## src/rtl/core/deadzone_camera_follow_unit_macros.svh

```systemverilog
// Assertion macros for the dead-zone camera follower.
// Used by the top level in rtl/core; depends on nothing else.
`ifndef DEADZONE_CAMERA_FOLLOW_UNIT_MACROS_SVH
`define DEADZONE_CAMERA_FOLLOW_UNIT_MACROS_SVH
`ifndef ASSERT_OFF
`define DZCF_ASSERT(lbl, clk, rstn, prop, msg) \
	lbl: assert property (@(posedge clk) disable iff (!rstn) prop) else $error(msg);
`define DZCF_ASSERT_IMPL(lbl, clk, rstn, ante, cons, msg) \
	`DZCF_ASSERT(lbl, clk, rstn, (ante) |-> (cons), msg)
`else
`define DZCF_ASSERT(lbl, clk, rstn, prop, msg)
`define DZCF_ASSERT_IMPL(lbl, clk, rstn, ante, cons, msg)
`endif
`endif

```

## src/rtl/core/dzcf_pkg.sv

```systemverilog
// Shared types and constants of the dead-zone camera follower.
// Depends on nothing; imported by dzcf_div and the top level.
`default_nettype none
package dzcf_pkg;

	localparam int FRAC_BITS = 8;
	localparam int POS_W     = 24;
	localparam int SIZE_W    = 15;
	localparam int SIZE_U_W  = SIZE_W + FRAC_BITS;
	localparam int HDIV_W    = SIZE_U_W + 11;
	localparam int CALC_W    = (SIZE_U_W + 2 > 27) ? SIZE_U_W + 2 : 27;
	localparam int MAG_W     = POS_W + 1;
	localparam int TERM_W    = 31;
	localparam int ALPHA_W   = 17;

	localparam int DIV_W     = 44;
	localparam int DIVR_W    = 24;
	localparam int DIV_CNT_W = 6;

	localparam logic [15:0]        UNITY_ZOOM = 16'd4096;
	localparam logic [TERM_W-1:0]  Q30_ONE    = 31'd1073741824;
	// exp(-1) in Q1.30 as the truncating 12-term series produces it.
	localparam logic [TERM_W-1:0]  EM1_Q30    = 31'd395007543;
	localparam logic [ALPHA_W-1:0] ALPHA_ONE  = 17'd65536;
	localparam logic [3:0]         TAYLOR_TERMS = 4'd12;

	localparam logic [1:0] CFG_FOLLOW_TIME = 2'd0;
	localparam logic [1:0] CFG_DEAD_ZONE   = 2'd1;
	localparam logic [1:0] CFG_SCREEN_W    = 2'd2;
	localparam logic [1:0] CFG_SCREEN_H    = 2'd3;

	localparam logic [23:0]       RST_FOLLOW_TIME = 24'd120000;
	localparam logic [15:0]       RST_DEAD_ZONE   = 16'd19661;
	localparam logic [SIZE_W-1:0] RST_SCREEN_W    = 15'd1920;
	localparam logic [SIZE_W-1:0] RST_SCREEN_H    = 15'd1080;

	typedef struct packed {
		logic                 start;
		logic [DIV_W-1:0]     dividend;
		logic [DIVR_W-1:0]    divisor;
		logic [DIV_CNT_W-1:0] nbits;
	} div_req_t;

	typedef struct packed {
		logic             busy;
		logic             done;
		logic [DIV_W-1:0] quot;
	} div_rsp_t;

	typedef enum logic [3:0] {
		S_IDLE,
		S_ACHK,
		S_XDIV,
		S_TMUL,
		S_TDIV_GO,
		S_TDIV,
		S_PMUL,
		S_PUPD,
		S_HDIV_GO,
		S_HDIV,
		S_ZMUL,
		S_EXC,
		S_SMUL,
		S_UPD,
		S_CLAMP,
		S_DONE
	} state_t;

endpackage
`default_nettype wire

```

## src/rtl/core/dzcf_div.sv

```systemverilog
// Restoring divider, one quotient bit per cycle, shared by all divisions.
// Depends on dzcf_pkg for the request and response types.
`default_nettype none
module dzcf_div (
	input  wire logic               clk,
	input  wire logic               arst_n,
	input  wire dzcf_pkg::div_req_t req,
	output dzcf_pkg::div_rsp_t      rsp
);
	import dzcf_pkg::*;

	logic                 busy_q;
	logic                 done_q;
	logic [DIV_CNT_W-1:0] cnt_q;
	logic [DIVR_W-1:0]    rem_q;
	logic [DIV_W-1:0]     quo_q;
	logic [DIVR_W-1:0]    dvs_q;
	logic [DIVR_W:0]      trial;
	logic                 fits;

	// Bring down the next dividend bit and try the subtraction.
	assign trial = {rem_q, quo_q[DIV_W-1]};
	assign fits  = trial >= {1'b0, dvs_q};

	always_ff @(posedge clk or negedge arst_n) begin
		if (!arst_n) begin
			busy_q <= 1'b0;
			done_q <= 1'b0;
			cnt_q  <= '0;
		end else begin
			done_q <= 1'b0;
			if (req.start) begin
				busy_q <= 1'b1;
				cnt_q  <= req.nbits;
			end else if (busy_q) begin
				cnt_q <= cnt_q - 1'b1;
				if (cnt_q == DIV_CNT_W'(1)) begin
					busy_q <= 1'b0;
					done_q <= 1'b1;
				end
			end
		end
	end

	always_ff @(posedge clk) begin
		if (req.start) begin
			// Left-align the dividend so only its significant bits are walked.
			quo_q <= req.dividend << (DIV_CNT_W'(DIV_W) - req.nbits);
			rem_q <= '0;
			dvs_q <= req.divisor;
		end else if (busy_q) begin
			rem_q <= fits ? DIVR_W'(trial - {1'b0, dvs_q}) : trial[DIVR_W-1:0];
			quo_q <= {quo_q[DIV_W-2:0], fits};
		end
	end

	assign rsp.busy = busy_q;
	assign rsp.done = done_q;
	assign rsp.quot = quo_q;

endmodule
`default_nettype wire

```

## src/rtl/core/deadzone_camera_follow_unit.sv

```systemverilog
// Dead-zone camera follower top level; uses dzcf_pkg, dzcf_div and the macro header.
// A bypass or first frame goes straight to the done state, a saturated alpha skips the series,
// and otherwise the shared bit-serial divider sets how long a frame takes.
// Throughput: one item at a time; the input is not ready until the item has finished.
// Reset (arst_n low) clears the camera, the last timestamp and the valid flag at once,
// and loads the register defaults; there is no clearing pass.
`default_nettype none
`include "deadzone_camera_follow_unit_macros.svh"
module deadzone_camera_follow_unit (
	input  wire logic               clk,
	input  wire logic               arst_n,
	input  wire logic               cfg_we,
	input  wire logic [1:0]         cfg_index,
	input  wire logic [23:0]        cfg_data,
	input  wire logic               in_valid,
	output logic                    in_ready,
	input  wire logic signed [23:0] cursor_x,
	input  wire logic signed [23:0] cursor_y,
	input  wire logic [15:0]        zoom_factor,
	input  wire logic [31:0]        time_us,
	output logic                    out_valid,
	input  wire logic               out_ready,
	output logic signed [23:0]      anchor_x,
	output logic signed [23:0]      anchor_y,
	output logic                    bypass
);
	import dzcf_pkg::*;

	// The sequencer walks one frame through a shared divider and a shared
	// 32x32 multiplier. The order is: alpha from dt and tau (one divide, a
	// 12-term Taylor series with one multiply and one divide per term, then up
	// to 15 multiplies by exp(-1)), then each axis in turn (half extent by
	// divide, dead zone by multiply, step by multiply, then clamp).

	state_t state_q, state_d;

	// Configuration registers.
	logic [23:0]       tau_q;
	logic [15:0]       dzf_q;
	logic [SIZE_W-1:0] scr_w_q;
	logic [SIZE_W-1:0] scr_h_q;

	// Frame inputs held for the duration of the work.
	logic signed [POS_W-1:0] cur_x_q;
	logic signed [POS_W-1:0] cur_y_q;
	logic [15:0]             zoom_q;
	logic [31:0]             now_q;
	logic                    byp_q;

	// Follower state.
	logic signed [POS_W-1:0] cam_x_q;
	logic signed [POS_W-1:0] cam_y_q;
	logic [31:0]             last_q;
	logic                    cam_valid_q;

	// Alpha datapath.
	logic [31:0]         dt_q;
	logic [3:0]          k_q;
	logic [TERM_W-1:0]   f_q;
	logic [TERM_W-1:0]   term_q;
	logic signed [32:0]  sum_q;
	logic [3:0]          i_q;
	logic [TERM_W-1:0]   e_q;
	logic [3:0]          pcnt_q;
	logic [ALPHA_W-1:0]  alpha_q;

	// Axis datapath.
	logic                    ax_q;
	logic [SIZE_U_W-1:0]     half_q;
	logic signed [MAG_W-1:0] d_q;
	logic [MAG_W-1:0]        ex_q;
	logic signed [CALC_W-1:0] nc_q;
	logic [63:0]             prod_q;

	// Output register.
	logic                    out_valid_q;
	logic signed [POS_W-1:0] anchor_x_q;
	logic signed [POS_W-1:0] anchor_y_q;
	logic                    bypass_q;

	// Shared units.
	div_req_t    div_req;
	div_rsp_t    div_rsp;
	logic [31:0] mul_a, mul_b;
	logic [63:0] mul_p;

	// Combinational helpers.
	logic                    in_xfer;
	logic                    out_free;
	logic                    alpha_sat;
	logic [SIZE_W-1:0]       size_px;
	logic [SIZE_U_W-1:0]     size_u;
	logic signed [POS_W-1:0] cam_cur;
	logic signed [POS_W-1:0] cur_cur;
	logic signed [32:0]      sum_nxt;
	logic [TERM_W-1:0]       e_shift;
	logic [SIZE_U_W-1:0]     zone;
	logic [MAG_W-1:0]        mag;
	logic [MAG_W-1:0]        step;
	logic signed [CALC_W-1:0] half_s;
	logic signed [CALC_W-1:0] hi_s;
	logic                    clamp_en;
	logic signed [CALC_W-1:0] clamped;
	logic signed [POS_W-1:0] cam_new;

	dzcf_div u_div (
		.clk    (clk),
		.arst_n (arst_n),
		.req    (div_req),
		.rsp    (div_rsp)
	);

	assign mul_p = mul_a * mul_b;

	assign in_xfer   = in_valid && in_ready;
	assign out_free  = !out_valid_q || out_ready;
	// A dt of sixteen time constants or more leaves exp(-x) below one LSB.
	assign alpha_sat = (tau_q == '0) || (dt_q >= {4'd0, tau_q, 4'd0});
	assign size_px   = ax_q ? scr_h_q : scr_w_q;
	assign size_u    = {size_px, FRAC_BITS'(0)};
	assign cam_cur   = ax_q ? cam_y_q : cam_x_q;
	assign cur_cur   = ax_q ? cur_y_q : cur_x_q;
	assign sum_nxt   = i_q[0] ? sum_q - $signed({2'b00, div_rsp.quot[TERM_W-1:0]})
	                          : sum_q + $signed({2'b00, div_rsp.quot[TERM_W-1:0]});
	assign e_shift   = e_q >> 14;
	assign zone      = prod_q[16 +: SIZE_U_W];
	assign mag       = d_q[MAG_W-1] ? MAG_W'(-d_q) : MAG_W'(d_q);
	assign step      = prod_q[16 +: MAG_W];
	assign half_s    = $signed(CALC_W'(half_q));
	assign hi_s      = $signed(CALC_W'(size_u)) - half_s;
	assign clamp_en  = {1'b0, size_u} > {half_q, 1'b0};

	// Clamp to the screen when the view fits on it, then saturate to 24 bits.
	always_comb begin
		clamped = nc_q;
		if (clamp_en) begin
			if (clamped < half_s) begin
				clamped = half_s;
			end
			if (clamped > hi_s) begin
				clamped = hi_s;
			end
		end
		if (clamped > $signed(CALC_W'(2 ** (POS_W - 1) - 1))) begin
			cam_new = {1'b0, {(POS_W - 1){1'b1}}};
		end else if (clamped < -$signed(CALC_W'(2 ** (POS_W - 1)))) begin
			cam_new = {1'b1, {(POS_W - 1){1'b0}}};
		end else begin
			cam_new = clamped[POS_W-1:0];
		end
	end

	// Next state.
	always_comb begin
		state_d = state_q;
		unique case (state_q)
			S_IDLE: begin
				if (in_xfer) begin
					if (zoom_factor <= UNITY_ZOOM || !cam_valid_q) begin
						state_d = S_DONE;
					end else begin
						state_d = S_ACHK;
					end
				end
			end
			S_ACHK:    state_d = alpha_sat ? S_HDIV_GO : S_XDIV;
			S_XDIV:    if (div_rsp.done) state_d = S_TMUL;
			S_TMUL:    state_d = S_TDIV_GO;
			S_TDIV_GO: state_d = S_TDIV;
			S_TDIV: begin
				if (div_rsp.done) begin
					state_d = (i_q == TAYLOR_TERMS) ? S_PMUL : S_TMUL;
				end
			end
			S_PMUL:    state_d = (pcnt_q < k_q) ? S_PUPD : S_HDIV_GO;
			S_PUPD:    state_d = S_PMUL;
			S_HDIV_GO: state_d = S_HDIV;
			S_HDIV:    if (div_rsp.done) state_d = S_ZMUL;
			S_ZMUL:    state_d = S_EXC;
			S_EXC:     state_d = S_SMUL;
			S_SMUL:    state_d = S_UPD;
			S_UPD:     state_d = S_CLAMP;
			S_CLAMP:   state_d = ax_q ? S_DONE : S_HDIV_GO;
			S_DONE:    if (out_free) state_d = S_IDLE;
			default:   state_d = S_IDLE;
		endcase
	end

	// Control outputs: handshake, divider requests and multiplier operands.
	always_comb begin
		in_ready         = 1'b0;
		div_req.start    = 1'b0;
		div_req.dividend = '0;
		div_req.divisor  = '0;
		div_req.nbits    = '0;
		mul_a            = '0;
		mul_b            = '0;
		unique case (state_q)
			S_IDLE: in_ready = 1'b1;
			S_ACHK: begin
				// x = dt * 2^16 / tau; dt is below 2^28 on this path.
				div_req.start    = !alpha_sat;
				div_req.dividend = {dt_q[27:0], 16'd0};
				div_req.divisor  = tau_q;
				div_req.nbits    = DIV_CNT_W'(DIV_W);
			end
			S_TMUL: begin
				mul_a = 32'(term_q);
				mul_b = 32'(f_q);
			end
			S_TDIV_GO: begin
				div_req.start    = 1'b1;
				div_req.dividend = DIV_W'(prod_q[30 +: TERM_W]);
				div_req.divisor  = DIVR_W'(i_q);
				div_req.nbits    = DIV_CNT_W'(TERM_W);
			end
			S_PMUL: begin
				mul_a = 32'(e_q);
				mul_b = 32'(EM1_Q30);
			end
			S_HDIV_GO: begin
				div_req.start    = 1'b1;
				div_req.dividend = DIV_W'({size_u, 11'd0});
				div_req.divisor  = DIVR_W'(zoom_q);
				div_req.nbits    = DIV_CNT_W'(HDIV_W);
			end
			S_ZMUL: begin
				mul_a = 32'(half_q);
				mul_b = 32'(dzf_q);
			end
			S_SMUL: begin
				mul_a = 32'(ex_q);
				mul_b = 32'(alpha_q);
			end
			S_XDIV, S_TDIV, S_PUPD, S_HDIV, S_EXC, S_UPD, S_CLAMP, S_DONE: begin
			end
			default: begin
			end
		endcase
	end

	// Control state.
	always_ff @(posedge clk or negedge arst_n) begin
		if (!arst_n) begin
			state_q     <= S_IDLE;
			cam_valid_q <= 1'b0;
			cam_x_q     <= '0;
			cam_y_q     <= '0;
			last_q      <= '0;
			out_valid_q <= 1'b0;
			tau_q       <= RST_FOLLOW_TIME;
			dzf_q       <= RST_DEAD_ZONE;
			scr_w_q     <= RST_SCREEN_W;
			scr_h_q     <= RST_SCREEN_H;
		end else begin
			state_q <= state_d;
			if (cfg_we) begin
				unique case (cfg_index)
					CFG_FOLLOW_TIME: tau_q   <= cfg_data;
					CFG_DEAD_ZONE:   dzf_q   <= cfg_data[15:0];
					CFG_SCREEN_W:    scr_w_q <= cfg_data[SIZE_W-1:0];
					CFG_SCREEN_H:    scr_h_q <= cfg_data[SIZE_W-1:0];
					default: begin
					end
				endcase
			end
			if (out_valid_q && out_ready) begin
				out_valid_q <= 1'b0;
			end
			if (state_q == S_IDLE && in_xfer && zoom_factor > UNITY_ZOOM
			    && !cam_valid_q) begin
				// First frame snaps onto the cursor without clamping.
				cam_x_q     <= cursor_x;
				cam_y_q     <= cursor_y;
				last_q      <= time_us;
				cam_valid_q <= 1'b1;
			end
			if (state_q == S_CLAMP) begin
				if (ax_q) begin
					cam_y_q <= cam_new;
					last_q  <= now_q;
				end else begin
					cam_x_q <= cam_new;
				end
			end
			if (state_q == S_DONE && out_free) begin
				out_valid_q <= 1'b1;
			end
		end
	end

	// Datapath registers.
	always_ff @(posedge clk) begin
		unique case (state_q)
			S_IDLE: begin
				if (in_xfer) begin
					cur_x_q <= cursor_x;
					cur_y_q <= cursor_y;
					zoom_q  <= zoom_factor;
					now_q   <= time_us;
					byp_q   <= zoom_factor <= UNITY_ZOOM;
					dt_q    <= time_us - last_q;
					ax_q    <= 1'b0;
				end
			end
			S_ACHK: begin
				alpha_q <= ALPHA_ONE;
			end
			S_XDIV: begin
				if (div_rsp.done) begin
					k_q    <= div_rsp.quot[19:16];
					f_q    <= {div_rsp.quot[15:0], 14'd0} & TERM_W'({1'b0, 30'h3FFFFFFF});
					term_q <= Q30_ONE;
					sum_q  <= 33'(Q30_ONE);
					i_q    <= 4'd1;
				end
			end
			S_TMUL: begin
				prod_q <= mul_p;
			end
			S_TDIV: begin
				if (div_rsp.done) begin
					term_q <= div_rsp.quot[TERM_W-1:0];
					sum_q  <= sum_nxt;
					i_q    <= i_q + 4'd1;
					e_q    <= sum_nxt[32] ? '0 : sum_nxt[TERM_W-1:0];
					pcnt_q <= '0;
				end
			end
			S_PMUL: begin
				prod_q <= mul_p;
				if (pcnt_q >= k_q) begin
					alpha_q <= ALPHA_ONE - ((e_shift > TERM_W'(ALPHA_ONE))
					           ? ALPHA_ONE : e_shift[ALPHA_W-1:0]);
				end
			end
			S_PUPD: begin
				e_q    <= prod_q[30 +: TERM_W];
				pcnt_q <= pcnt_q + 4'd1;
			end
			S_HDIV: begin
				if (div_rsp.done) begin
					half_q <= div_rsp.quot[SIZE_U_W-1:0];
				end
			end
			S_ZMUL: begin
				prod_q <= mul_p;
				d_q    <= MAG_W'(cur_cur) - MAG_W'(cam_cur);
			end
			S_EXC: begin
				ex_q <= (mag > MAG_W'(zone)) ? mag - MAG_W'(zone) : '0;
			end
			S_SMUL: begin
				prod_q <= mul_p;
			end
			S_UPD: begin
				// The step truncates toward zero, so it is applied by sign.
				nc_q <= d_q[MAG_W-1] ? CALC_W'(cam_cur) - $signed(CALC_W'(step))
				                     : CALC_W'(cam_cur) + $signed(CALC_W'(step));
			end
			S_CLAMP: begin
				ax_q <= 1'b1;
			end
			S_DONE: begin
				if (out_free) begin
					anchor_x_q <= cam_x_q;
					anchor_y_q <= cam_y_q;
					bypass_q   <= byp_q;
				end
			end
			S_TDIV_GO, S_HDIV_GO: begin
			end
			default: begin
			end
		endcase
	end

	assign out_valid = out_valid_q;
	assign anchor_x  = anchor_x_q;
	assign anchor_y  = anchor_y_q;
	assign bypass    = bypass_q;

	// The sequencer never issues a divide while the divider is still busy.
	`DZCF_ASSERT_IMPL(a_div_free, clk, arst_n, div_req.start, !div_rsp.busy, "divide issued while busy")
	// A new result appears only when a frame finishes.
	`DZCF_ASSERT_IMPL(a_out_from_done, clk, arst_n, $rose(out_valid_q), $past(state_q == S_DONE), "result without finished frame")
	// A bypass frame goes straight to completion and leaves the camera alone.
	`DZCF_ASSERT_IMPL(a_bypass_fast, clk, arst_n, in_xfer && zoom_factor <= UNITY_ZOOM, ##1 (state_q == S_DONE && byp_q && $stable(cam_x_q) && $stable(cam_y_q)), "bypass frame disturbed state")
	// Once the camera has snapped, it stays valid until reset.
	`DZCF_ASSERT(a_valid_sticky, clk, arst_n, !$fell(cam_valid_q), "camera valid flag dropped")

endmodule
`default_nettype wire
```

## config.mk

```make
export PLATFORM = sky130hd
export DESIGN_NAME = deadzone_camera_follow_unit
export DESIGN_NICKNAME = d
export VERILOG_FILES = /design/src/rtl/core/dzcf_pkg.sv /design/src/rtl/core/dzcf_div.sv /design/src/rtl/core/deadzone_camera_follow_unit.sv
export VERILOG_INCLUDE_DIRS = /design/src /design/src/rtl/core
export SDC_FILE = /design/constraint.sdc
export NUM_CORES = 2
export LEC_CHECK = 0
export BUFFER_PORTS_ARGS = -buffer_cell sky130_fd_sc_hd__buf_2
export CORE_MARGIN = 5
export CORE_UTILIZATION = 40
export DETAILED_ROUTE_END_ITERATION = 16
export HOLD_SLACK_MARGIN = 0.08
export PLACE_DENSITY = 0.57
export SETUP_SLACK_MARGIN = 0.02
export SLEW_MARGIN = 20
export SYNTH_ARGS = -nofsm -noshare
export SYNTH_HDL_FRONTEND = slang
export SYNTH_SLANG_ARGS = --single-unit
```

## constraint.sdc

```tcl
create_clock -name clk -period 26.9 [get_ports clk]
set_input_delay 1.345 -clock clk [delete_from_list [all_inputs] [get_ports clk]]
set_output_delay 1.345 -clock clk [all_outputs]
set_load 0.005 [all_outputs]
```

==> results.yml <==
route:
  drt_iter0_drc: 5183
  detailroute.via_count: 55440
  dr.pass1.iters: 8
  ant_nets: 0
  vias_per_cell: 5.595
  wl_um: 240000
  route.detailed.wl_per_inst_um: 24.22
  drc_errors: 0
pwr:
  p_switching_uw: 4366
  swShare_pct: 50.32
  clkPwrFrac_pct: 13.0
  power.density_mw_per_mm2: 111.7
  comb_power_share_pct: 63.6
  ir_worst_vdd_v: 0.00008594
  p_leak_uw: 0.03467
  power_frac_seq_pct: 23.4
  p_int_uw: 4311
clocking:
  cts_max_level: 3
  cts_tree: "built"
  post_cts_buffers: 0
  clock_latency_ns: 0.70
  root_buffer: "clkbuf_16"
  clockBufferDepth: 3
  clkTransAtPathRegs_ns: 0.06
  cts_made_buffers: 76
  hold_buffers: 0
  cts_sinks: 720
  cts_resized: 0
synthesis:
  synth_xor_area_share_pct: 3.573
  synth_simple_gate_area_share_pct: 13.74
  synth_cells: 7419
  yosysTopAreaCellShare_pct: 22.83
  synth_area_leaders: "fa_1 23%, edfxtp_1 22%, ha_1 9.2%"
  synth_compound_area_share_pct: 11.30
  async_reset_ff_share_pct: 22.78
  synth_top_area_cell: "fa_1"
  synth_edf_count: 532
  synth_ff_type: "edfxtp_1"
  yosys_warnings: 0
  synthAdderAreaFrac_pct: 32.04
  ys_ff_latch: 720
  synth_mux_area_share_pct: 2.857
  syn_area_mm2: 0.07130
  synth-seq-area-share_pct: 28.87
  synth_top_family_by_area: "adder cells"
  synthDistinctLibCells: 108
  syn_area_per_cell_um2: 9.611
cells_and_area:
  multi_input_area_mm2: 0.04568
  finish.utilization_pct: 43.68
  area_delta_synth_final_pct: 8.939
  fin_cells: 9909
  fillers: 17270
  drive_above_1_share_pct: 8.475
  nets: 8953
  seqCellArea_mm2: 0.02059
  layout_common_cells: "1093 x inv_1, 869 x nor2_1, 830 x nand2_1"
  mostFrequentLayoutCell: "inv_1"
worst_setup_path:
  crit_fanout: 70
  setup.worst_path.end: "prod_q[36]"
  timing.rr.start: "state_q[2]"
  startpoint: "state_q[2]"
  r2r-end: "prod_q[36]"
  ff2ff_setup_slack_ns: 15.90
  arrival_ns: 11.43
  crit_type: "reg2reg"
  critPathCaptureType: "flop"
  worst_path_most_repeated_cell: "fa_1"
  slowest_delay_ns: 1.02
  startpoint_type: "flop"
  crit_slowest_cell: "and2_1"
  r2r_cells: 28
  required_ns: 27.33
timing:
  max_freq_mhz: 90.93
  fin_tns_setup_ns: 0
  slew_violations: 0
  hold_viol: 0
  post-route-min-period_ns: 11.00
  setup_viol: 0
  grt_setup_unrepaired: "false"
  fin_crit_sh_pct: 40.88
  slew_headroom_pct: 20.27
  worst_slew_pin_slew_ns: 1.196
  fin_skew_ns: 0.04635
  holdWs_ns: 0.4237
  fin_ws_ns: 15.90
global_routing:
  grt_overflow: 0
  antenna_found_initial: 10
  grt_use_total_pct: 25.50
  grt_max_degree: 76
  first_global_vias: 56300
  grt_pass1_wl_um: 358800
place:
  gp_congestion: 0.9493
  dpl_worst_slack_ns: 16.06
  dpl.hpwl_um: 185100
  port-buffer-count: 177
  dp.cells: 9764
die:
  die_h_um: 432.2
  core_mm2: 0.1778
  die_area_mm2: 0.1868
  floorplan.initialDensity_pct: 40.09
  num_rows: 155
  num_io_pins: 178
  dieWidth_um: 432.2
run:
  cap_violations: 0
min_path:
  min_path_type: "reg2reg"
  hp-start: "byp_q"
run_status:
  status: "complete, no violations"
Yosys cell counts (all sizes together) (54+ instances only):
master and number:
fa 813, and3 54, nor2 873, mux2i 82, nand2 834, o21ai 239
nand3 64, dfrtp 141, xor2 85, a22oi 74, nor3 78, ha 525
inv 1095, a21o 100, a21oi 298, mux2 108, a31oi 74, xnor2 205
edfxtp 532, clkbuf 278, o31ai 64
area by class of cell:
type	instances	area share (%)
Multi-Input combinational cell	5312	58.81
Timing Repair Buffer	282	2.178
Tap cell	2355	3.793
Antenna cell	2	0.006443
Inverter	1096	5.303
Clock buffer	94	2.626
Sequential cell	720	26.51
Clock inverter	48	0.7796
sequential cells by signal (all words and copies together) (netlist names), 25 cells and up:
name / cells
dt_q: 32
sum_q: 33
nc_q: 27
u_div.quo_q: 44
e_q: 31
ex_q: 25
last_q: 32
now_q: 32
prod_q: 45
term_q: 31
d_q: 25
critical path, delay by kind of cell, from the launching register on:
family	cells	cell delay, ns
buffers and inverters	5	0.60
DFF	1	0.88
adders and majority gates	9	4.46
xor gates and xnor gates	1	0.16
and+or+nand+nor	4	1.84
AOI/OAI and AO/OA	9	2.69
power by group through the flow:
stage | logic (µW) | clock network (µW) | registers (µW)
detailed placement | 5380 | 0 | 2030
finish | 5520 | 1130 | 2030
floorplan | 3720 | 0 | 1860
global placement | 5340 | 0 | 2030
global route | 6020 | 1200 | 2050
CTS | 5450 | 1150 | 2020
metrics by stage:
step                total power, µW  area [µm²]
finish                         8677       77680
global route                   9268       77670
CTS                            8621       77660
detailed placement             7409       75010
global placement               7379       74990
floorplan                      5580       71430
worst min-delay path by stage:
stage,to,cells after the start
after detailed placement,bypass,0
after global placement,bypass,0
after floorplan,bypass,0
after CTS,bypass,0
after global routing,bypass,0
final,bypass,0
cells by family after synthesis:
logic type      count (synthesis)
flops                         720
buf+inv                      1421
compound gates               1219
xor+xnor                      290
fa+ha+maj                    1338
simple gates                 2239
mux                           190
other cells                     2
metal layers:
| layer | track usage (%) | vias up | wire length (µm) |
|---|---|---|---|
| met4 | 10.01 | 4 | 10540 |
| met3 | 4.372 | 445 | 20560 |
| met1 | 35.26 | 27840 | 101200 |
| met2 | 40.10 | 2439 | 107700 |
| li1 | - | 24710 | - |
| met5 | 0 | - | 27 |
No activity file was read; power rests on OpenSTA's default activity.
